## src/sv/dq_pkg.sv

```systemverilog
package dq_pkg;

  // Queue geometry.
  localparam int DEPTH  = 32;
  localparam int IDX_W  = $clog2(DEPTH);
  localparam int CNT_W  = $clog2(DEPTH + 1);
  localparam int DATA_W = 32;
  localparam int REQ_W  = 3;
  localparam int STAT_W = 2;

  // Request codes.
  typedef enum logic [REQ_W-1:0] {
    REQ_PUSH_REAR  = 3'd0,
    REQ_LIST       = 3'd1,
    REQ_POP_FRONT  = 3'd2,
    REQ_PUSH_FRONT = 3'd3,
    REQ_POP_REAR   = 3'd4
  } req_t;

  // Result status codes.
  typedef enum logic [STAT_W-1:0] {
    STAT_OK    = 2'd0,
    STAT_EMPTY = 2'd1,
    STAT_FULL  = 2'd2
  } status_t;

  // Controller states.
  typedef enum logic {
    S_IDLE,
    S_LIST
  } fsm_state_t;

  // Step forward around the ring.
  function automatic logic [IDX_W-1:0] ring_next(input logic [IDX_W-1:0] i);
    return (i == IDX_W'(DEPTH - 1)) ? '0 : i + 1'b1;
  endfunction

  // Step backward around the ring.
  function automatic logic [IDX_W-1:0] ring_prev(input logic [IDX_W-1:0] i);
    return (i == '0) ? IDX_W'(DEPTH - 1) : i - 1'b1;
  endfunction

endpackage

```

## src/sv/double_ended_queue_top.sv

```systemverilog
// Bounded double-ended queue of signed 32-bit words held in a ring memory.
// A request is taken at a rising edge where start is high and busy is low;
// req_type selects push rear, push front, pop front, pop rear or list all,
// and push_value carries the word for a push. Unknown request codes are
// taken and dropped without a result.
// Results appear on status, out_value and last_of_run for exactly one cycle
// while valid is high; the receiver cannot stall them.
// A push or pop gives its single result in the cycle after it is taken, and
// a new item may be started in that same cycle, so pushes and pops run at one
// item per cycle. A list of n words gives n results on consecutive cycles,
// the first in the cycle after it is taken; the memory's single read port walks
// one entry per cycle, so busy stays high for all of them but the last, and the
// next item can be started in the cycle of the last result.
// A list or pop on an empty queue, or a push on a full one, gives one result
// with status empty or full and out_value zero.
// Reset (rst, synchronous) empties the queue and drops any list in progress;
// busy is high while rst is high, and the memory contents are not cleared.
module double_ended_queue_top (
  input  logic                              clk,
  input  logic                              rst,
  input  logic                              start,
  input  logic [dq_pkg::REQ_W-1:0]          req_type,
  input  logic signed [dq_pkg::DATA_W-1:0]  push_value,
  output logic                              busy,
  output logic                              valid,
  output logic [dq_pkg::STAT_W-1:0]         status,
  output logic signed [dq_pkg::DATA_W-1:0]  out_value,
  output logic                              last_of_run
);
  import dq_pkg::*;

  // Ring memory with a registered read port.
  logic [DATA_W-1:0] store [DEPTH];
  logic [DATA_W-1:0] rdata;
  logic              wr_en;
  logic              rd_en;
  logic [IDX_W-1:0]  wr_addr;
  logic [IDX_W-1:0]  rd_addr;

  // Control state.
  fsm_state_t        state, state_next;
  logic [IDX_W-1:0]  front, front_next;
  logic [IDX_W-1:0]  rear, rear_next;
  logic [CNT_W-1:0]  count, count_next;
  logic [IDX_W-1:0]  list_ptr, list_ptr_next;
  logic [CNT_W-1:0]  list_left, list_left_next;

  // Result registers.
  logic              res_valid, res_valid_next;
  status_t           stat, stat_next;
  logic              last, last_next;
  logic              from_mem, from_mem_next;

  logic              accept;
  logic              list_more;

  // A list keeps the read port until its last entry has been read.
  assign list_more = (state == S_LIST) && (list_left != CNT_W'(1));
  assign busy      = list_more || rst;
  assign accept    = start && !busy;

  // Next state, memory access and result for this cycle.
  always_comb begin
    state_next     = state;
    front_next     = front;
    rear_next      = rear;
    count_next     = count;
    list_ptr_next  = list_ptr;
    list_left_next = list_left;
    wr_en          = 1'b0;
    rd_en          = 1'b0;
    wr_addr        = rear;
    rd_addr        = front;
    res_valid_next = 1'b0;
    stat_next      = STAT_OK;
    last_next      = 1'b1;
    from_mem_next  = 1'b0;

    case (state)
      S_LIST: begin
        if (list_more) begin
          // Fetch the next listed word for the following cycle.
          rd_en          = 1'b1;
          rd_addr        = list_ptr;
          list_ptr_next  = ring_next(list_ptr);
          list_left_next = list_left - 1'b1;
          res_valid_next = 1'b1;
          from_mem_next  = 1'b1;
          last_next      = (list_left == CNT_W'(2));
        end else begin
          state_next = S_IDLE;
        end
      end
      default: ;
    endcase

    // A new item is taken whenever no list is still reading.
    if (accept) begin
      case (req_type)
        REQ_PUSH_REAR: begin
          res_valid_next = 1'b1;
          if (count == CNT_W'(DEPTH)) begin
            stat_next = STAT_FULL;
          end else begin
            wr_en      = 1'b1;
            wr_addr    = rear;
            rear_next  = ring_next(rear);
            count_next = count + 1'b1;
          end
        end
        REQ_PUSH_FRONT: begin
          res_valid_next = 1'b1;
          if (count == CNT_W'(DEPTH)) begin
            stat_next = STAT_FULL;
          end else begin
            wr_en      = 1'b1;
            wr_addr    = ring_prev(front);
            front_next = ring_prev(front);
            count_next = count + 1'b1;
          end
        end
        REQ_POP_FRONT: begin
          res_valid_next = 1'b1;
          if (count == '0) begin
            stat_next = STAT_EMPTY;
          end else begin
            rd_en         = 1'b1;
            rd_addr       = front;
            from_mem_next = 1'b1;
            front_next    = ring_next(front);
            count_next    = count - 1'b1;
            if (count == CNT_W'(1)) begin
              front_next = '0;
              rear_next  = '0;
            end
          end
        end
        REQ_POP_REAR: begin
          res_valid_next = 1'b1;
          if (count == '0) begin
            stat_next = STAT_EMPTY;
          end else begin
            rd_en         = 1'b1;
            rd_addr       = ring_prev(rear);
            from_mem_next = 1'b1;
            rear_next     = ring_prev(rear);
            count_next    = count - 1'b1;
            if (count == CNT_W'(1)) begin
              front_next = '0;
              rear_next  = '0;
            end
          end
        end
        REQ_LIST: begin
          if (count == '0) begin
            res_valid_next = 1'b1;
            stat_next      = STAT_EMPTY;
          end else begin
            // First entry is read now; the rest follow one per cycle.
            rd_en          = 1'b1;
            rd_addr        = front;
            list_ptr_next  = ring_next(front);
            list_left_next = count;
            state_next     = S_LIST;
            res_valid_next = 1'b1;
            from_mem_next  = 1'b1;
            last_next      = (count == CNT_W'(1));
          end
        end
        default: ;
      endcase
    end
  end

  // Control registers.
  always_ff @(posedge clk) begin
    if (rst) begin
      state     <= S_IDLE;
      front     <= '0;
      rear      <= '0;
      count     <= '0;
      res_valid <= 1'b0;
      from_mem  <= 1'b0;
    end else begin
      state     <= state_next;
      front     <= front_next;
      rear      <= rear_next;
      count     <= count_next;
      res_valid <= res_valid_next;
      from_mem  <= from_mem_next;
    end
  end

  // Payload registers.
  always_ff @(posedge clk) begin
    list_ptr  <= list_ptr_next;
    list_left <= list_left_next;
    stat      <= stat_next;
    last      <= last_next;
  end

  // Memory write and registered read.
  always_ff @(posedge clk) begin
    if (wr_en) begin
      store[wr_addr] <= DATA_W'(unsigned'(push_value));
    end
    if (rd_en) begin
      rdata <= store[rd_addr];
    end
  end

  // Result ports.
  assign valid       = res_valid;
  assign status      = stat;
  assign last_of_run = last;
  assign out_value   = from_mem ? signed'(rdata) : '0;

endmodule

```

## config.mk

```make
export PLATFORM = sky130hd
export DESIGN_NAME = double_ended_queue_top
export DESIGN_NICKNAME = d
export VERILOG_FILES = /design/src/sv/dq_pkg.sv /design/src/sv/double_ended_queue_top.sv
export SDC_FILE = /design/constraint.sdc
export NUM_CORES = 1
export LEC_CHECK = 0
export BUFFER_PORTS_ARGS = -buffer_cell sky130_fd_sc_hd__buf_4
export CAP_MARGIN = 30
export CORE_ASPECT_RATIO = 0.6
export CORE_UTILIZATION = 50
export DETAILED_ROUTE_END_ITERATION = 10
export PLACE_DENSITY = 0.66
export SLEW_MARGIN = 30
export SYNTH_ARGS = -nofsm -noshare
export SYNTH_HDL_FRONTEND = slang
export SYNTH_SLANG_ARGS = --single-unit
export TNS_END_PERCENT = 100
```

## constraint.sdc

```tcl
create_clock -name clk -period 4.65 [get_ports clk]
set_input_delay 0.465 -clock clk [delete_from_list [all_inputs] [get_ports clk]]
set_output_delay 0.465 -clock clk [all_outputs]
set_load 0.01 [all_outputs]
```

==> results by group, run 1 <==
Run status
  – Outcome: complete, no violations

STA
  – Tightest Pin Transition: 1.01 ns
  – Final clock period utilization by the worst path: 95.9%
  – Fin Setup TNS: 0 ns
  – Number of max-slew violations in the final report: 0
  – Post-route setup slack: 0.193 ns
  – Setup skew after layout: 0.0440 ns
  – Final hold violations: 0
  – Remaining max-slew budget at the tightest pin: 31.7%
  – Setup violation total in the final timing report: 0
  – Fmax: 224 MHz
  – Final period demand of the worst path: 4.46 ns
  – Setup repair after global routing missed its margin: false

Placement
  – Final HPWL from detailed placement: 73.0 mm
  – Placer Congestion: 0.885
  – Post-Place Setup Slack: 0.278 ns
  – Port Buffers: 74

Worst setup path
  – Highest fanout seen on the critical path: 31
  – Chain of cells forming the critical path: inv_1 > ha_1 > or4b_4 > o221ai_2 > nor3_4 > nor2_4 > and2_2 > a221oi_1 > a22oi_1 > o211ai_1
  – Peak per-stage delay on the critical path: 0.86 ns
  – Nature of the critical path endpoint: flip-flop
  – Data arrival time of the worst path: 4.86 ns
  – Required time of the critical path: 5.05 ns
  – Start-to-end type of the worst setup path: flip-flop to flip-flop
  – Startpoint type of the worst setup path: flip-flop
  – Cell type of the slowest stage on the worst timing path: sky130_fd_sc_hd__and2_2

Clock tree
  – Buffer count from post-CTS setup fixing: 0
  – Number of H-tree levels: 3
  – Clock Tree Root: sky130_fd_sc_hd__clkbuf_16
  – Clock latency on the worst-skew pair: 0.71 ns
  – Maximum buffer depth of the clock tree: 3
  – CTS-repair resized insts: 0
  – Clock tree sinks: 1089
  – Clock-pin transition on the worst setup and hold timing paths: 0.07 ns
  – Count of hold buffers inserted by post-cts repair: 0
  – TritonCTS clock tree: done
  – TritonCTS Buffers: 96

Yosys
  – Sequential share of the synthesized area: 73.8%
  – Fraction of registers with async set or reset after synthesis: 0%
  – Number of storage elements in the synthesis netlist: 1089
  – EDFF count, synth: 1056
  – Post-synthesis net count: 3006
  – Count of unique library cells instantiated by Yosys: 80
  – Portion of synthesized cell area occupied by the leading cell type: 72.3%
  – Avg Cell Area, Syn: 14.9 um2
  – Post-Synthesis Cell Area: 0.0439 mm2
  – Synth Instances: 2952
  – Top post-synthesis cells by area: sky130_fd_sc_hd__edfxtp_1 72%, sky130_fd_sc_hd__mux2i_1 4.5%, sky130_fd_sc_hd__nand2_1 4.2%, sky130_fd_sc_hd__nand3_1 2.0%, sky130_fd_sc_hd__a32oi_1 1.9%
  – Yosys warning total: 0
  – Leading register cell type out of synthesis: sky130_fd_sc_hd__edfxtp_1
  – Dominant cell type by area after synthesis: sky130_fd_sc_hd__edfxtp_1

Floorplanning
  – Effective utilization at floorplan: 50.9%
  – Die outline height: 231 um
  – Floorplan row count: 83
  – Core region area: 0.0862 mm2
  – Die X-Extent: 384 um
  – Count of boundary I/O pins: 75
  – Area of the die: 0.0889 mm2

Route
  – Length of the first detailed-routing pass in iterations: 7
  – Final antenna-violating net count: 0
  – Via-per-instance ratio: 6.38
  – Remaining routing DRC violations: 0
  – Detailed-route via count: 27400
  – Detail-routed net length per standard cell: 28.4 um
  – DRC violation total after the first TritonRoute iteration: 3897
  – Detailed-route wire length: 122 mm

Power
  – Maximum resistive drop on vdd: 0.332 mV
  – PD cells: 406 mW/mm2
  – Leak: 16.1 nW

GRT
  – Via count of the first global-routing pass: 26000
  – Global-route wire length before repair: 177 mm
  – Tot GR Track Use: 27.3%
  – Number of antenna violations at the first check in global routing: 6
  – Pin count of the biggest net entering global routing: 97
  – Total gr overflow: 0

Min path
  – Type of the tightest min-delay check: primary input to flip-flop

Final layout
  – Area Growth Syn to Fin: 13.2%
  – Ratio of cells with drive above 1 in the final layout: 13.8%
  – Nets@finish: 3112

Flow run
  – Maxcap violations: 0
==> through the flow <==
stage	cells	hold slack (ns)	util, %	instance area, um2	power [mW]
3_3_place_gp	4107	0.548	54.0	46600	12.5
6_report	4294	0.108	57.6	49600	20.2
4_1_cts	4281	0.0575	57.5	49600	20.2
5_1_grt	4282	0.0898	57.5	49600	20.7
3_5_place_dp	4107	0.569	54.0	46600	12.5
2_1_floorplan	2952	0.501	-	43900	11.9
==> report_power, final <==
group,total [mW],switching [mW],internal (mW)
Sequential,10.9,0.0868,10.8
Combinational,1.41,0.964,0.447
Clock,7.83,3.54,4.29
==> registers in the layout, summed over array words and instances, names as in the netlist <==
name / flops
front: 5
rdata: 32
count: 6
state: 1
store: 1024
list_ptr: 5
last_of_run: 1
status: 2
valid: 1
list_left: 6
rear: 5
from_mem: 1
==> kinds of logic after synthesis <==
family	share of synthesized area (%)
simple gates	9.66
flops	73.8
compound gates	8.61
mux	4.63
xor+xnor	0.360
buf+inv	2.46
fa+ha+maj	0.457
==> layer usage <==
metal	track usage [%]	up-vias	share of wire, %
li1	-	11700	-
met1	40.8	13800	43
met2	38.9	1652	43
met3	7.45	210	11
met4	8.16	2	2.8
met5	0	-	0.011
==> Yosys cell counts (19+ instances only) <==
| cell type | number |
|---|---|
| sky130_fd_sc_hd__o211ai_1 | 26 |
| sky130_fd_sc_hd__nand3_1 | 174 |
| sky130_fd_sc_hd__dfxtp_1 | 33 |
| sky130_fd_sc_hd__buf_2 | 54 |
| sky130_fd_sc_hd__clkbuf_1 | 108 |
| sky130_fd_sc_hd__a221oi_1 | 32 |
| sky130_fd_sc_hd__o21ai_0 | 46 |
| sky130_fd_sc_hd__and2_1 | 37 |
| sky130_fd_sc_hd__a211oi_1 | 74 |
| sky130_fd_sc_hd__mux2i_1 | 197 |
| sky130_fd_sc_hd__a32oi_1 | 96 |
| sky130_fd_sc_hd__buf_4 | 19 |
| sky130_fd_sc_hd__and3_1 | 102 |
| sky130_fd_sc_hd__a31oi_1 | 71 |
| sky130_fd_sc_hd__a21oi_1 | 23 |
| sky130_fd_sc_hd__nand2_1 | 491 |
| sky130_fd_sc_hd__a22oi_1 | 28 |
| sky130_fd_sc_hd__edfxtp_1 | 1056 |
| sky130_fd_sc_hd__nor2_1 | 72 |
==> cell usage in the layout (no fill, tap or decap), drive strengths merged, types with 4 or more instances in the layout <==
| cell type | instances |
|---|---|
| buf | 212 |
| a22oi | 36 |
| clkinv | 41 |
| a211oi | 75 |
| diode | 13 |
| o211ai | 35 |
| a221oi | 32 |
| clkinvlp | 4 |
| o311ai | 4 |
| dfxtp | 33 |
| bufinv | 8 |
| nor2b | 4 |
| o221ai | 4 |
| a32oi | 96 |
| nor3 | 6 |
| nand2b | 5 |
| nand4 | 4 |
| clkbuf | 119 |
| nor2 | 74 |
| xnor2 | 9 |
| edfxtp | 1056 |
| ha | 16 |
| or3 | 4 |
| xor2 | 9 |
| nand2 | 492 |
| and3 | 102 |
| a2111oi | 32 |
| a21oi | 23 |
| and2 | 37 |
| nand3 | 175 |
| nor4 | 7 |
| o21ai | 50 |
| mux2i | 197 |
| a311oi | 4 |
| inv | 16 |
| mux2 | 5 |
| a31oi | 71 |
==> worst max-delay path: cells and delay by family, from the launching register on <==
| kind | cells | cell delay [ns] |
|---|---|---|
| compound gates | 4 | 1.61 |
| fa+ha+maj | 1 | 0.20 |
| buf+inv | 1 | 0.19 |
| flops | 1 | 0.33 |
| simple gates | 4 | 1.83 |
==> area by class of cell <==
cell class                 instances  area (um2)
antenna                           13        32.5
clock buffer                     119        2510
clock inverter                    55         527
fill                            6521       36600
inverter                          14        52.6
multi-input combinational       1645       10800
sequential                      1089       32400
tap                             1147        1440
timing repair buffer             212        1930
==> final timing paths <==
path,to,startpoint,depth (start not counted),slack (ns)
setup / recovery,rdata[14]$_DFFE_PP_,count[1]$_SDFFE_PP0P_,10,0.19
hold / removal,valid$_SDFF_PP0_,start,3,0.11
setup reg to reg,rdata[14]$_DFFE_PP_,count[1]$_SDFFE_PP0P_,10,0.19
hold reg to reg,list_left[4]$_DFF_P_,count[4]$_SDFFE_PP0P_,2,0.58
(Power assumes the default switching activity.)
==> run 2: changes to the inputs <==
==> constraint.sdc (replaced) <==
create_clock -name clk -period 4.65 [get_ports clk]
set_input_delay 0.6975 -clock clk [delete_from_list [all_inputs] [get_ports clk]]
set_output_delay 0.6975 -clock clk [all_outputs]
set_load 0.01 [all_outputs]
==> run 2 against run 1 <==
Fmax grew 1.4%; power grew 0.85%; clock skew shrank 0.021 ns; final cell count grew 0.26%; clock power grew 2%; worst setup slack gained 0.061 ns; routed wire length shrank 1.2%; largest power group unchanged; combinational power grew 3%.
==> results by group, run 2 (synthesis results as in run 1) <==
Worst setup path
  – Reg2reg setup slack: 0.25 ns
  – Data arrival time of the worst path: 4.80 ns
  – Path depth of the worst reg2reg path: 12
  – Critical register-to-register path startpoint: count[1]$_SDFFE_PP0P_
  – Start-to-end type of the worst setup path: flip-flop to flip-flop
  – Required time of the critical path: 5.06 ns
  – Startpoint type of the worst setup path: flip-flop
  – Endpoint of the lowest-slack register-to-register path: rdata[8]$_DFFE_PP_
  – Nature of the critical path endpoint: flip-flop
  – Highest fanout seen on the critical path: 32

Route
  – Detailed-route wire length: 120 mm
  – Via-per-instance ratio: 6.33
  – Detailed-route via count: 27300
  – DRC violation total after the first TritonRoute iteration: 3726
  – Remaining routing DRC violations: 0
  – Length of the first detailed-routing pass in iterations: 6
  – Final antenna-violating net count: 0
  – Detail-routed net length per standard cell: 28.0 um

Min path
  – Worst Hold End: count[0]$_SDFFE_PP0P_
  – Number of cells traversed by the worst hold path: 2
  – Origin of the worst min-delay path: rst
  – Type of the tightest min-delay check: primary input to flip-flop

Clock tree
  – TritonCTS Buffers: 95
  – TritonCTS clock tree: done
  – Clock-pin transition on the worst setup and hold timing paths: 0.07 ns
  – CTS-repair resized insts: 0
  – Maximum buffer depth of the clock tree: 3
  – Clock latency on the worst-skew pair: 0.70 ns
  – Clock tree sinks: 1089
  – Clock Tree Root: sky130_fd_sc_hd__clkbuf_16
  – Count of hold buffers inserted by post-cts repair: 0
  – Buffer count from post-CTS setup fixing: 0
  – Number of H-tree levels: 3

STA
  – Tightest Pin Transition: 0.967 ns
  – Final hold violations: 0
  – Setup violation total in the final timing report: 0
  – Remaining max-slew budget at the tightest pin: 35.3%
  – Setup skew after layout: 0.0233 ns
  – Fin Setup TNS: 0 ns
  – Post-route setup slack: 0.253 ns
  – Final clock period utilization by the worst path: 94.6%
  – Number of max-slew violations in the final report: 0
  – Fmax: 227 MHz
  – Final period demand of the worst path: 4.40 ns
  – Setup repair after global routing missed its margin: false

Placement
  – Post-Place Setup Slack: 0.306 ns
  – Port Buffers: 74
  – Placer Congestion: 0.903
  – Final HPWL from detailed placement: 73.9 mm

Final layout
  – Number of flip-flops in the largest register: 1024
  – Leading cell types in the layout, fill and taps excluded: 1056 x sky130_fd_sc_hd__edfxtp_1, 488 x sky130_fd_sc_hd__nand2_1, 203 x sky130_fd_sc_hd__buf_4
  – Register bank with the most flops: store
  – Area Growth Syn to Fin: 13.9%
  – Nets@finish: 3137
  – Largest registers: store: 1024 flops, rdata: 32 flops
  – Ratio of cells with drive above 1 in the final layout: 15.0%
  – Antenna diode count: 0
  – Leading cell type in the layout, fill and taps excluded: sky130_fd_sc_hd__edfxtp_1
  – Utilization of the core after routing: 58.0%

GRT
  – Tot GR Track Use: 27.1%
  – Global-route wire length before repair: 176 mm
  – Pin count of the biggest net entering global routing: 132
  – Via count of the first global-routing pass: 26000
  – Number of antenna violations at the first check in global routing: 1
  – Total gr overflow: 0

Power
  – Maximum resistive drop on vdd: 0.311 mV
  – Switching portion of total power: 22.8%
  – Leak: 16.3 nW
  – Net Switching: 4.64 mW
  – Combinational cell fraction of total power: 7.1%
  – PD cells: 407 mW/mm2
  – Cell-internal power: 15.7 mW
  – Sequential cell fraction of total power: 53.7%
  – Clock network fraction of design power: 39.2%

Floorplanning
  – Die outline height: 231 um
  – Die X-Extent: 384 um
  – Effective utilization at floorplan: 50.9%
  – Floorplan row count: 83
  – Core region area: 0.0862 mm2
  – Count of boundary I/O pins: 75
  – Area of the die: 0.0889 mm2

Flow run
  – Maxcap violations: 0

Run status
  – Outcome: complete, no violations
-- run 2: layout make-up --
class,count,area (um2)
inverters,14,52.6
multi-input cells,1645,10800
flip-flops and latches,1089,32400
clock buffers,110,2430
well taps,1147,1440
fillers,6516,36200
repair buffers,238,2220
clock inverters,62,647
-- run 2: per-layer routing --
metal  vias to the layer above  wire [um]  track usage (%)  share of wire [%]
met3                       174      12900             5.55                 11
met1                     13700      52300             41.8                 43
li1                      11700          -                -                  -
met2                      1606      52400             39.3                 44
met4                         0       2640             6.76                2.2
met5                         -          0                0                  0
-- run 2: power groups by stage --
stage	logic [mW]	clock network (mW)	registers [mW]
6_report	1.45	7.97	10.9
5_1_grt	1.54	8.45	10.9
3_3_place_gp	1.40	0	11.1
2_1_floorplan	0.808	0	11.1
4_1_cts	1.43	8.07	10.9
3_5_place_dp	1.43	0	11.1
-- run 2: worst max path at each step --
stage,from,to,slack (ns)
floorplan,start,store[24][0]$_DFFE_PP_,0.25
global placement,rst,rdata[15]$_DFFE_PP_,0.26
detailed placement,rst,rdata[15]$_DFFE_PP_,0.31
CTS,count[1]$_SDFFE_PP0P_,rdata[20]$_DFFE_PP_,0.32
global route,count[1]$_SDFFE_PP0P_,rdata[20]$_DFFE_PP_,0.09
finish,count[1]$_SDFFE_PP0P_,rdata[8]$_DFFE_PP_,0.25
-- run 2: critical path: stages (launching register included) --
cell	delay, ns
sky130_fd_sc_hd__dfxtp_1	0.34
sky130_fd_sc_hd__inv_1	0.22
sky130_fd_sc_hd__ha_1	0.22
sky130_fd_sc_hd__or4b_4	0.51
sky130_fd_sc_hd__o221ai_2	0.47
sky130_fd_sc_hd__o221a_2	0.42
sky130_fd_sc_hd__nor2_4	0.12
sky130_fd_sc_hd__buf_4	0.17
sky130_fd_sc_hd__nor2_4	0.32
sky130_fd_sc_hd__buf_4	0.48
sky130_fd_sc_hd__a32oi_1	0.32
sky130_fd_sc_hd__a22oi_1	0.36
sky130_fd_sc_hd__o211ai_1	0.12
-- run 2: per-stage QoR --
| stage | hold WS [ns] | total power, mW | cell area [um2] | cells |
|---|---|---|---|---|
| 2_1_floorplan | 0.501 | 11.9 | 43900 | 2952 |
| 3_3_place_gp | 0.551 | 12.5 | 46900 | 4133 |
| 3_5_place_dp | 0.562 | 12.6 | 46900 | 4133 |
| 4_1_cts | 0.311 | 20.4 | 50000 | 4305 |
| 5_1_grt | 0.331 | 20.9 | 50000 | 4305 |
| 6_report | 0.351 | 20.3 | 50000 | 4305 |
